<file path="src/hdl/sncp_div.sv">
// Pipelined restoring divider, SPS quotient bits per stage, with payload.
// Remainder input must be below the divisor. Depends on nothing.
module sncp_div #(
  parameter int DW  = 33,
  parameter int QB  = 16,
  parameter int SPS = 2,
  parameter int PW  = 1
) (
  input  logic          clk,
  input  logic          rst,
  input  logic          adv,
  input  logic          in_valid,
  input  logic [DW-1:0] rem_in,
  input  logic [QB-1:0] feed,
  input  logic [DW-1:0] dvs,
  input  logic [PW-1:0] pl,
  output logic          out_valid,
  output logic [QB-1:0] quo,
  output logic [PW-1:0] pl_out
);

  localparam int NS = (QB + SPS - 1) / SPS;

  logic          vld [1:NS];
  logic [DW-1:0] rem [1:NS];
  logic [QB-1:0] fd  [1:NS];
  logic [QB-1:0] q   [1:NS];
  logic [DW-1:0] d   [1:NS];
  logic [PW-1:0] pay [1:NS];

  for (genvar s = 0; s < NS; s++) begin : g_stage
    localparam int NST = (QB - s * SPS < SPS) ? (QB - s * SPS) : SPS;
    logic          src_v;
    logic [DW-1:0] src_r, src_d;
    logic [QB-1:0] src_f, src_q;
    logic [PW-1:0] src_p;
    logic [DW-1:0] r_n;
    logic [QB-1:0] f_n, q_n;

    if (s == 0) begin : g_src
      assign src_v = in_valid;
      assign src_r = rem_in;
      assign src_f = feed;
      assign src_q = '0;
      assign src_d = dvs;
      assign src_p = pl;
    end else begin : g_src
      assign src_v = vld[s];
      assign src_r = rem[s];
      assign src_f = fd[s];
      assign src_q = q[s];
      assign src_d = d[s];
      assign src_p = pay[s];
    end

    always_comb begin
      logic [DW:0] rw;
      rw  = '0;
      r_n = src_r;
      f_n = src_f;
      q_n = src_q;
      for (int k = 0; k < NST; k++) begin
        rw  = {r_n, f_n[QB-1]};
        f_n = f_n << 1;
        if (rw >= {1'b0, src_d}) begin
          rw  = rw - {1'b0, src_d};
          q_n = {q_n[QB-2:0], 1'b1};
        end else begin
          q_n = {q_n[QB-2:0], 1'b0};
        end
        r_n = rw[DW-1:0];
      end
    end

    always_ff @(posedge clk) begin
      if (rst) begin
        vld[s+1] <= 1'b0;
      end else if (adv) begin
        vld[s+1] <= src_v;
      end
    end

    always_ff @(posedge clk) begin
      if (adv) begin
        rem[s+1] <= r_n;
        fd[s+1]  <= f_n;
        q[s+1]   <= q_n;
        d[s+1]   <= src_d;
        pay[s+1] <= src_p;
      end
    end
  end

  assign out_valid = vld[NS];
  assign quo       = q[NS];
  assign pl_out    = pay[NS];

endmodule

</file>
<file path="config.mk">
export PLATFORM = sky130hd
export DESIGN_NAME = sncp_div
export DESIGN_NICKNAME = d
export VERILOG_FILES = /design/src/hdl/sncp_div.sv
export SDC_FILE = /design/constraint.sdc
export NUM_CORES = 2
export LEC_CHECK = 0
export ABC_AREA = 1
export BUFFER_PORTS_ARGS = -buffer_cell sky130_fd_sc_hd__buf_2
export CAP_MARGIN = 15
export CORE_ASPECT_RATIO = 1.4
export CORE_MARGIN = 5
export CORE_UTILIZATION = 30
export CTS_CLUSTER_DIAMETER = 60
export CTS_CLUSTER_SIZE = 24
export DETAILED_ROUTE_END_ITERATION = 7
export PLACE_DENSITY_LB_ADDON = 0.05
export RECOVER_POWER = 100
export SYNTH_ARGS = -nofsm -noshare
export SYNTH_HDL_FRONTEND = slang
export SYNTH_SLANG_ARGS = --single-unit
export TNS_END_PERCENT = 1
</file>
<file path="constraint.sdc">
create_clock -name clk -period 6.3 [get_ports clk]
set_input_delay 0.945 -clock clk [delete_from_list [all_inputs] [get_ports clk]]
set_output_delay 0.945 -clock clk [all_outputs]
set_load 0.01 [all_outputs]
</file>
* Word-level counts from Yosys, hierarchy flattened
Memories as Yosys holds them, arrays and structs flattened.
Cells that the tools add are included.
** Storage, ports and cells
- Register bits after elaboration :: 0
- Latch bits :: 0
- Bits in writable memories :: 784
- Memory bits (read-only) :: 0
- Bits of input ports :: 87
- Output and inout bits :: 18
- Word-level logic and storage cells :: 92
- Memories :: 6
** Memories
- d :: depth 8, bits a word 33, read ports 7, clocked after memory_dff 0, write ports 8, RTL line 28 : logic [DW-1:0] d [1:NS];
- rem :: depth 8, bits a word 33, read ports 7, clocked after memory_dff 0, write ports 8, RTL line 25 : logic [DW-1:0] rem [1:NS];
- q :: depth 8, bits a word 16, read ports 8, clocked after memory_dff 0, write ports 8, RTL line 27 : logic [QB-1:0] q [1:NS];
- fd :: depth 8, bits a word 14, read ports 7, clocked after memory_dff 0, write ports 8, RTL line 26 : logic [QB-1:0] fd [1:NS];
- pay :: depth 8, bits a word 1, read ports 8, clocked after memory_dff 0, write ports 8, RTL line 29 : logic [PW-1:0] pay [1:NS];
- vld :: depth 8, bits a word 1, read ports 8, clocked after memory_dff 0, write ports 8, RTL line 24 : logic vld [1:NS];
** Operators by class
- Add/sub/neg operators :: 16
- $mul :: 0
- Divide/modulo/power cells :: 0
- Magnitude comparators :: 16
- Eq/ne operators :: 0
- Shift-type cells :: 0
- Muxes and demuxes :: 46
- Bitwise gates (word level) :: 8
- Reductions and logical operators :: 0
** Operators with widths (number)
- greater-or-equal comparator 34 x 33 -> 1 bit :: 16
- two-way mux 33 bit :: 16
- subtractor 33 bit :: 16
- two-way mux 1 bit :: 30
- bitwise OR 1 bit :: 8

* Longest topological paths before layout
An unclocked memory read counts as a cell.
- Depth after elaboration :: 5
- Depth in mapped cells :: 34
- Depth with buffers taken out :: 32

* Least setup slack after synthesis
OpenSTA, ideal clock, no wires.
- Kind :: input port to flip-flop
- Start point :: input dvs[9]
- End point :: register, netlist name rem[0][40]
- Library setup time :: 254 ps
- Arrival time :: 4073 ps
- Required time :: 6046 ps
- Slack :: 1973 ps
- Stages on the path :: 27
- Path buffers :: 3
- Path through :: inv_1 -> ha_1 -> nand2_1 -> inv_1 -> a21oi_1 -> nand2_1 -> nand2_1 -> nand2_1 -> nand2_1 -> nand4_2 -> buf_4 -> buf_6 -> a21oi_1 -> ha_1 -> nand2_1 -> inv_1 -> a21oi_1 -> nand2_1 -> a21oi_1 -> nand2_1 -> nand2_1 -> nand2_1 -> nand2_2 -> nand3_2 -> buf_2 -> nand2_1 -> nand2_1
** RTL lines
- from (decl) :: RTL line 15 : input logic [DW-1:0] dvs,

==> results.toml <==
[synthesis]
async_flop_share_pct = 0
syn_inst = 8995
synth_commonest_cells = "nand2_1, inv_1, nor2_1"
synth_cell_types = 55
syn-cell-area_um2 = 60300
synth_most_common_cell = "nand2_1"
ys_warn_count = 0
synth_area_per_cell_um2 = 6.71
yosys_register_bits = 606
synthTopCellsByArea = "edfxtp_1, nand2_1, ha_1"
yosysSeqAreaShare_pct = 30.2
synth-main-ff-cell = "edfxtp_1"
synth_top_area_cell = "edfxtp_1"
yosys.area.top_type_share_pct = 30.2
synth_edf_count = 606
syn_nets = 9625

[critical_path]
r2r-end = "rem[0][133]$_DFFE_PP_"
reg2reg_from = "d[0][131]$_DFFE_PP_"
crit_type = "register to register"
worstPathCellList = "inv_1, ha_1, inv_2, nor2_1, nand3_1, nor3_4, nand3_1, nand4_4, buf_12, o21ai_0, ha_1, buf_4, nand2_1, nor4_1, buf_4, a31oi_1, nand2_1, nand2_2, buf_4, nand3_1, nand2_1, buf_12"
start_kind = "register"
crit_start = "d[0][131]$_DFFE_PP_"
max_stage_delay_ns = 0.57
cp-end-kind = "register"
worst-r2r-cell-count = 22
r2r_setup_slack_ns = 0.35
slowest_stage = "edfxtp_1"
critPathMaxFanout = 34
cp_data_required_time_ns = 6.78
worstPathArrival_ns = 6.43

[sta]
tns_ns = 0
fmax_mhz = 168
rsz0062_at_grt = "no"
fin_skew_ns = 0.0421
worst_pin_slew_ns = 5.19
hold_violations = 0
timing.slew.headroom_pct = -246
fin_crit_sh_pct = 94.5
maxSlewViolCount = 84
fin_crit_ns = 5.95
setup-violations-final = 0

[route]
vias = 59400
drtIter0Drc = 3812
drt_pass1_iterations = 5
ant_nets = 0
wirelength_um = 281000
wl_per_cell_um = 23.5
drc_errors = 0
vias_per_cell = 4.96

[clock_network]
ctsResizeCount = 0
clk_path_buf_depth = 3
cts_buffers = 85
clkTransAtPathRegs_ns = 0.08
root_buffer = "clkbuf_16"
worstSkewPairLatency_ns = 0.71
cts_max_level = 3
holdBufCountCts = 0
postCtsSetupBuffers = 0
cts_tree = "done"
cts_sinks = 606

[min_path]
worstHoldEndpoint = "q[0][107]$_DFFE_PP_"
worstHoldStart = "q[0][89]$_DFFE_PP_"
hold_depth = 0
hold_path.class = "register to register"

[layout]
area.growth.synth_to_final_pct = 12.8
nets = 9902
drive_gt1_share_pct = 6.40

[run_status]
outcome = "complete, but fails checks"
violations = "max-capacitance violations, max-slew violations"

[die]
dieArea_um2 = 210000
die_w_um = 389
initial_core_util_pct = 30.2
core-area_um2 = 200000
top_level_ports = 105
core.rowCount = 194
die_y_um = 541

[global_route]
overflow = 0
grt_pass1_vias = 59300
grt_max_degree = 129
track_usage_pct = 25.9
antenna_found_initial = 8
grt_pass1_wl_um = 401000

[placed_design]
gp_congestion = 0.948
io_buffers = 104
dp_hpwl_um = 241000

[run]
drv_cap = 1
[layout make-up]
class	instances	area [um^2]
antenna	1	2.50
clock buffer	89	2140
clock inverter	66	858
fill	22100	132000
inverter	1402	5270
multi-input combinational	6867	36100
sequential	606	18200
tap	2646	3310
timing repair buffer	310	2190
[worst max-delay path, delay by kind of cell, from the launching register on]
kind,cells,cell delay (ns)
adder cells (fa/ha/maj),2,0.79
AO/OA/AOI/OAI,2,0.35
flip-flops,1,0.57
buffers and inverters,7,1.29
AND/OR/NAND/NOR,11,2.65
[stage by stage]
| stage | worst slack (ns) | hold slack (ns) | util (%) | std cells | cell area, um^2 |
|---|---|---|---|---|---|
| 2_1_floorplan | 1.97 | 0.400 | - | 8995 | 60300 |
| 3_3_place_gp | 0.0610 | 0.401 | 32.7 | 11800 | 65300 |
| 3_5_place_dp | 0.261 | 0.405 | 32.7 | 11800 | 65300 |
| 4_1_cts | 0.195 | 0.350 | 34.2 | 12000 | 68300 |
| 5_1_grt | 0.0427 | 0.369 | 34.1 | 12000 | 68000 |
| 6_report | 0.346 | 0.417 | 34.1 | 12000 | 68000 |
[sequential cells by signal (all words and copies together) (netlist names)]
name and count:
vld 8, d 231, rem 231, q 72
fd 56, pay 8
[cells by family (layout without fill, tap and decap cells)]
family                   count (synthesis)  in the layout  share of synthesized area [%]
AO/OA/AOI/OAI                          965            965                           9.11
XOR/XNOR                               248            248                           3.60
adder cells (fa/ha/maj)                543            543                           11.4
buffers and inverters                 1522           1867                           10.0
flip-flops                             606            606                           30.2
other                                    0              1                              0
AND/OR/NAND/NOR                       5111           5111                           35.7
[cell usage in the layout, fill, tap and decap left out, types with 67 or more instances in the layout]
cell type  Yosys  routed
or2_2         68      67
nor3_1        89      90
o21ai_0      180     181
o21bai_1      83      83
inv_1       1375    1375
edfxtp_1     606     606
xnor2_1       93      93
buf_4         30     174
nor2_1       754     754
xor2_1       155     155
nand4_1      102     103
nand2_1     3153    3159
a21oi_1      466     466
clkbuf_16      0      85
nand3_1      722     727
ha_1         528     528
[per-layer routing]
layer	share of wire (%)	vias up	GRT usage [%]
met3	3.0	496	2.11
met1	36	27700	26.1
met5	0	-	0
met4	7.5	0	15.9
li1	-	29700	-
met2	54	1453	51.0
[worst max path at each step]
stage	endpoint	slack, ns
after floorplan	rem[0][40]$_DFFE_PP_	1.97
after global placement	rem[0][97]$_DFFE_PP_	0.06
after detailed placement	rem[0][97]$_DFFE_PP_	0.26
after CTS	rem[0][97]$_DFFE_PP_	0.19
after global routing	rem[0][239]$_DFFE_PP_	0.04
final	rem[0][133]$_DFFE_PP_	0.35
Power is left out: the tool's default activity adds up to more than one toggle a clock period on the data nets, which glitch-free logic cannot reach.
