## src/hdl/sncp_pkg.sv

```systemverilog
// Shared types, constants and fixed-point helpers for the near-plane clip
// and projection pipeline. No dependencies.
package sncp_pkg;

  localparam int CW = 32;
  localparam int FB = 16;

  typedef logic signed [CW-1:0] q_t;
  typedef logic [15:0][CW-1:0] mat_t;

  localparam q_t ONE_Q = q_t'(64'(1) << FB);
  localparam q_t MAX_Q = {1'b0, {(CW-1){1'b1}}};
  localparam q_t MIN_Q = {1'b1, {(CW-1){1'b0}}};
  localparam logic [CW:0] DEPTH_EPS = (CW+1)'((64'(1) << FB) / 1000000);
  localparam q_t W_EPS = q_t'((64'(1) << FB) / 100000);

  localparam logic KIND_LOAD = 1'b0;
  localparam logic KIND_SEG  = 1'b1;
  localparam logic SEL_VIEW  = 1'b0;
  localparam logic SEL_PROJ  = 1'b1;

  localparam logic [1:0] REG_WIDTH  = 2'd0;
  localparam logic [1:0] REG_HEIGHT = 2'd1;
  localparam logic [1:0] REG_NEAR   = 2'd2;

  localparam logic [14:0] WIDTH_RST  = 15'd1920;
  localparam logic [14:0] HEIGHT_RST = 15'd1080;
  localparam logic [30:0] NEAR_RST   = 31'd1966;

  typedef struct packed {
    logic              kind;
    logic              matrix_select;
    logic [3:0]        entry_index;
    logic signed [31:0] entry_value;
    logic signed [31:0] start_x;
    logic signed [31:0] start_y;
    logic signed [31:0] start_z;
    logic signed [31:0] end_x;
    logic signed [31:0] end_y;
    logic signed [31:0] end_z;
  } req_t;

  typedef struct packed {
    logic              visible;
    logic signed [31:0] screen_x0;
    logic signed [31:0] screen_y0;
    logic signed [31:0] screen_x1;
    logic signed [31:0] screen_y1;
  } rsp_t;

  // carried alongside the t divider
  typedef struct packed {
    logic [2:0][CW-1:0] p0;
    logic [2:0][CW-1:0] p1;
    logic               vis;
    logic               in0;
    logic               clip;
    logic               tz;
    logic               tone;
  } clip_pl_t;

  // carried alongside each viewport divider
  typedef struct packed {
    logic vis;
    logic neg;
    logic ovf;
  } prj_pl_t;

  function automatic logic signed [CW:0] ext(input q_t v);
    return {v[CW-1], v};
  endfunction

  function automatic logic signed [CW+3:0] wide(input q_t v);
    return (CW+4)'(v);
  endfunction

  function automatic logic [CW:0] mag(input logic signed [CW:0] v);
    return v[CW] ? (CW+1)'(-v) : (CW+1)'(v);
  endfunction

  function automatic logic [63:0] mul_mag(input logic signed [CW:0] a,
                                          input logic signed [CW:0] b);
    return 64'(mag(a)) * 64'(mag(b));
  endfunction

  function automatic logic mul_neg(input logic signed [CW:0] a,
                                   input logic signed [CW:0] b);
    return a[CW] ^ b[CW];
  endfunction

  function automatic q_t sat_cw(input logic signed [CW+3:0] v);
    if (v > wide(MAX_Q)) return MAX_Q;
    if (v < wide(MIN_Q)) return MIN_Q;
    return v[CW-1:0];
  endfunction

  // product magnitude >> FB, truncated, signed and saturated
  function automatic q_t mulq_fin(input logic [63:0] pm, input logic neg);
    logic [63-FB:0] s;
    s = pm[63:FB];
    if (|s[63-FB:CW-1]) return neg ? MIN_Q : MAX_Q;
    return neg ? q_t'(-s[CW-1:0]) : q_t'(s[CW-1:0]);
  endfunction

endpackage

```

## src/hdl/sncp_mat.sv

```systemverilog
// View and projection matrix store, loaded one entry per request.
// Depends on sncp_pkg.
module sncp_mat (
  input  logic           clk,
  input  logic           rst,
  input  logic           we,
  input  logic           sel,
  input  logic [3:0]     idx,
  input  sncp_pkg::q_t   val,
  output sncp_pkg::mat_t view,
  output sncp_pkg::mat_t proj
);

  always_ff @(posedge clk) begin
    if (rst) begin
      for (int k = 0; k < 16; k++) begin
        view[k] <= (k % 5 == 0) ? sncp_pkg::ONE_Q : '0;
        proj[k] <= (k % 5 == 0) ? sncp_pkg::ONE_Q : '0;
      end
    end else if (we) begin
      if (sel == sncp_pkg::SEL_PROJ) proj[idx] <= val;
      else view[idx] <= val;
    end
  end

endmodule

```

## config.mk

```make
export PLATFORM = sky130hd
export DESIGN_NAME = sncp_mat
export DESIGN_NICKNAME = d
export VERILOG_FILES = /design/src/hdl/sncp_pkg.sv /design/src/hdl/sncp_mat.sv
export SDC_FILE = /design/constraint.sdc
export NUM_CORES = 2
export LEC_CHECK = 0
export BUFFER_PORTS_ARGS = -buffer_cell sky130_fd_sc_hd__buf_2
export CAP_MARGIN = 25
export CORE_AREA = 5 5 406 408
export DETAILED_ROUTE_END_ITERATION = 16
export DIE_AREA = 0 0 411 413
export GPL_ROUTABILITY_DRIVEN = 0
export PLACE_DENSITY_LB_ADDON = 0.12
export SLEW_MARGIN = 20
export SYNTH_ARGS = -nofsm -noshare
export SYNTH_HDL_FRONTEND = slang
export SYNTH_SLANG_ARGS = --single-unit
```

## constraint.sdc

```tcl
create_clock -name clk -period 1.38 [get_ports clk]
set_input_delay 0.138 -clock clk [delete_from_list [all_inputs] [get_ports clk]]
set_output_delay 0.138 -clock clk [all_outputs]
set_load 0.02 [all_outputs]
```

After elaboration in Yosys (flattened, before gate mapping):

Index checks and enable logic that the tools add are counted.

* order comparisons: 2
* multiplexer cells: 4
* bitwise operators: 1
* reduce and logical (&&, ||, !) cells: 3

Operator list (count)
* 512-bit bitwise mux: 2
* 32-bit demux with 4-bit select: 1
* 32-bit two-way mux: 1
* 4-bit by 5-bit < comparator with 1-bit output, second input constant: 1
* 4-bit by 1-bit >= comparator with 1-bit output, second input constant: 1
* 2-bit AND reduction: 2
* 1-bit logical AND: 1
* 1-bit NOT: 1

* register bits after elaboration: 1024
* input bits: 40
* output and inout bits: 1024
* logic and storage cells: 42

Depth between registers and ports, before layout:

* depth in word-level cells: 5
* mapped depth: 6

Worst setup path after synthesis:

No wires, ideal clock.

* path kind: input to register
* from: in idx[2]
* to: reg proj[100] (netlist bit)
* setup time: 0.132 ns
* arrival time: 1.172 ns
* required time: 1.248 ns
* path slack: 0.076 ns
* stages on the path: 6
* cells stage by stage: buf_2 > and4bb_2 > buf_2 > nand3_2 > buf_4 > mux2i_1

* longest elaborated chain between the ends: 5
* elaborated cells on any way between the ends: 6
* classes of those cells: order compare: 2; mux: 3; reduce/logical: 1

Ends and longest elaborated chain
* from (decl): line sncp_mat.sv:8 `input logic [3:0] idx,`
* 4-bit by 5-bit < comparator with 1-bit output (implied by the code) / 4-bit by 1-bit >= comparator with 1-bit output (equally long branches): line sncp_mat.sv:21 `if (sel == sncp_pkg::SEL_PROJ) proj[idx] <= val;`
* 1-bit logical AND (implied by the code): line sncp_mat.sv:21
* 32-bit two-way mux (implied by the code): line sncp_mat.sv:21
* 32-bit demux with 4-bit select *: line sncp_mat.sv:21
* 512-bit bitwise mux *: line sncp_mat.sv:21
* to (signal, indexed assignment): line sncp_mat.sv:18 `proj[k] <= (k % 5 == 0) ? sncp_pkg::ONE_Q : '0;`
* to (signal, indexed assignment): line sncp_mat.sv:21
* to (decl): line sncp_mat.sv:11 `output sncp_pkg::mat_t proj`

Every way passes the cells marked *; elsewhere a longest branch is shown, timed or not.
A chain may end at the register's enable or synchronous reset.

==> flow_summary.yaml <==
setup_path:
  critical_path_peak_fanout: 17
  r2r.worst_path.cells: 4
  required_time_at_the_endpoint_of_the_critical_path_ns: 2.06
  worst-endpoint-arrival_ns: 2.05
  cp-end-kind: "register"
  cp-endpoint: "proj[491]$_SDFFE_PP0P_"
  regToRegStartpoint: "proj[491]$_SDFFE_PP0P_"
  critPathLaunch: "rst"
  timing.reg2reg.setup_slack_ns: 0.15
  startpoint_type: "input port"
  path_class: "in2reg"
  critical_path.reg2reg.endpoint: "proj[491]$_SDFFE_PP0P_"
synth:
  synth_xor_area_frac: 0
  synth-seq-cells: 1024
  synth_simple_gate_area_share: 0.177
  synth-compound-area-share: 0
  muxShareOfSynthArea: 0.261
  synthAdderAreaFrac: 0
  synth_top_family_by_area: "multiplexers"
  avgSynthCellArea_um2: 11.3
  synth.yosys.seq_area_share: 0.523
  post_synth_inst_count: 3476
  count_of_synthesis_stage_warnings_from_yosys: 0
  net_count_after_synthesis: 3516
  netlist_area_before_placement_um2: 39200
  synth.lib_cells_used.distinct: 18
die:
  floorplan.io_pins: 1064
  die_h_um: 413
  design.core.area_um2: 161000
  starting_density_of_the_core: 0.243
  placementRows: 148
  die-area_um2: 170000
  die_w_um: 411
global_routing:
  grt_overflow_total: 0
  met1_track_usage_gr: 0.241
  globalRouteMet3Util: 0.0560
  grtUsageMet2: 0.356
  globalRouteTotalUtil: 0.201
  initial_antenna_violation_count: 16
  grt-busiest-layer: "met2"
  grt_pass1_wl_mm: 245
  grt_start_max_net_pins: 72
  grt_pass1_vias: 30700
detailed_routing:
  routed_via_density: 4.21
  drc_errors: 0
  num_vias: 30300
  antenna_violating_nets_post_route: 0
  drt-initial-drc-count: 1543
  drt_wl_total_mm: 180
  detail_route.wl_per_cell_um: 25.0
  detail_route.first_pass.iterations: 4
timing:
  tns_ns: 0
  slew-limit-headroom: 0.680
  slew_violations: 0
  timing.final.hold_violations: 0
  post-route-min-period_ns: 1.38
  rsz0062_at_grt: "true"
  setup-violations-final: 0
  finalCritPeriodShare: 0.997
  final.setup_skew_ns: 0
  pin_slew_with_the_least_headroom_to_its_limit_ns: 0.480
  achievable-frequency_ghz: 0.727
cts:
  clkSinkCount: 1024
  cts_tree: "yes"
  cts_htree_levels: 3
  clock_path_buffers: 3
  insertion_delay_ns: 0.72
  cts-buffers-inserted: 118
  path_clk_slew_ns: 0.06
  clockRootBuffer: "sky130_fd_sc_hd__clkbuf_16"
layout:
  fraction_of_layout_cells_with_a_size_suffix_above_1: 0.578
  finalNetCount: 4980
  area_delta_synth_final_pct: 62.2
  utilization: 0.394
placement:
  place.port_buffers: 1063
  place_hpwl_mm: 126
power:
  static_leakage_nw: 32.2
  power_density_nw_per_um2: 1050
  vdd_ir_drop_max_uv: 1150
  total_power_mw: 66.6
hold_path:
  hold_class: "in2reg"
  worstHoldStart: "idx[3]"
run_status:
  outcome: "finished clean"
run:
  max_cap_viol_count: 0
state kept, by name (all words and copies together), names as in the netlist:
signal	flops
view	512
proj	512
power breakdown:
group          internal, mW  leakage (nW)  switching, mW  total [mW]
combinational          1.94          21.5           2.51        4.45
clock                  18.7          1.95           13.4        32.2
sequential             29.8          8.77          0.161        30.0
synth_stat cells, drive strengths merged:
cell / instances / area, um^2
nor2b: 4 / 25.0
and4: 1 / 8.76
nand3: 8 / 80.1
and4bb: 3 / 37.5
buf: 109 / 732
nor4b: 1 / 23.8
clkbuf: 214 / 803
nor2: 11 / 41.3
and4b: 3 / 30.0
and3: 1 / 6.26
nand2b: 1048 / 6560
nand2: 24 / 108
mux2i: 1024 / 10200
dfxtp: 1024 / 20500
and2: 1 / 6.26
metrics by stage:
step	hold slack [ns]	instance area (um^2)	cells	worst slack, ns
global route	0.100	63600	7208	-0.0630
global placement	0.456	49000	6621	-0.258
floorplan	0.369	39200	3476	0.0758
finish	0.120	63600	7210	0.00382
detailed placement	0.458	49000	6621	-0.240
CTS	0.0326	62100	7010	-0.0971
repair_timing:
action | CTS | global route
resized for setup | 3076 | 2
setup buffers | 139 | 198
hold endpoints to repair | 992 | 0
hold buffers | 37 | 0
setup endpoints to repair | 1024 | 792
cells in the final DEF (no fill, tap or decap), drive strengths merged:
cell type | synthesis | final
clkinvlp | 0 | 3
mux2i | 1024 | 1024
inv | 0 | 2
buf | 109 | 1630
dlygate4sd3 | 0 | 37
and4b | 3 | 3
and4bb | 3 | 3
and3 | 1 | 1
and2 | 1 | 1
bufinv | 0 | 5
nor4b | 1 | 1
nand3 | 8 | 8
nand2b | 1048 | 1048
clkbuf | 214 | 182
and4 | 1 | 1
nor2 | 11 | 11
diode | 0 | 2
nor2b | 4 | 4
nand2 | 24 | 24
clkinv | 0 | 21
dfxtp | 1024 | 1024
critical path, cell delays in order:
cell	delay, ns
sky130_fd_sc_hd__dlygate4sd3_1	0.61
sky130_fd_sc_hd__buf_12	0.19
sky130_fd_sc_hd__buf_12	0.17
sky130_fd_sc_hd__nand2b_2	0.23
sky130_fd_sc_hd__mux2i_1	0.14
sky130_fd_sc_hd__dlygate4sd3_1	0.56
per-layer routing:
layer  part of all wire  routed length [um]  vias to the layer above
li1                   -                   -                    14300
met1               0.41               74600                    15000
met2               0.50               89400                      817
met3              0.066               11800                      193
met4              0.024                4250                       10
met5            0.00049                  88                        -
worst min path at each step:
stage / endpoint / slack [ns] / cells past startpoint
6_report: view[415]$_SDFFE_PP0P_ / 0.12 / 5
5_1_grt: view[415]$_SDFFE_PP0P_ / 0.10 / 5
4_1_cts: view[287]$_SDFFE_PP0P_ / 0.03 / 6
3_5_place_dp: proj[485]$_SDFFE_PP0P_ / 0.46 / 2
3_3_place_gp: proj[468]$_SDFFE_PP0P_ / 0.46 / 2
2_1_floorplan: proj[16]$_SDFFE_PP1P_ / 0.37 / 2
cells by family (layout without fill, tap and decap cells):
kind of cell | after synthesis | in the layout
AND/OR/NAND/NOR | 1105 | 1105
multiplexers | 1024 | 1024
flip-flops | 1024 | 1024
buffers and inverters | 323 | 1880
other | 0 | 2
final cells by class:
cell class | instances | area (um^2)
antenna | 2 | 5.00
clock inverter | 31 | 372
fill | 15900 | 97700
tap | 2175 | 2720
timing repair buffer | 1667 | 17800
clock buffer | 182 | 3580
multi-input combinational | 2129 | 17300
sequential | 1024 | 21800
(Power assumes the default switching activity.)
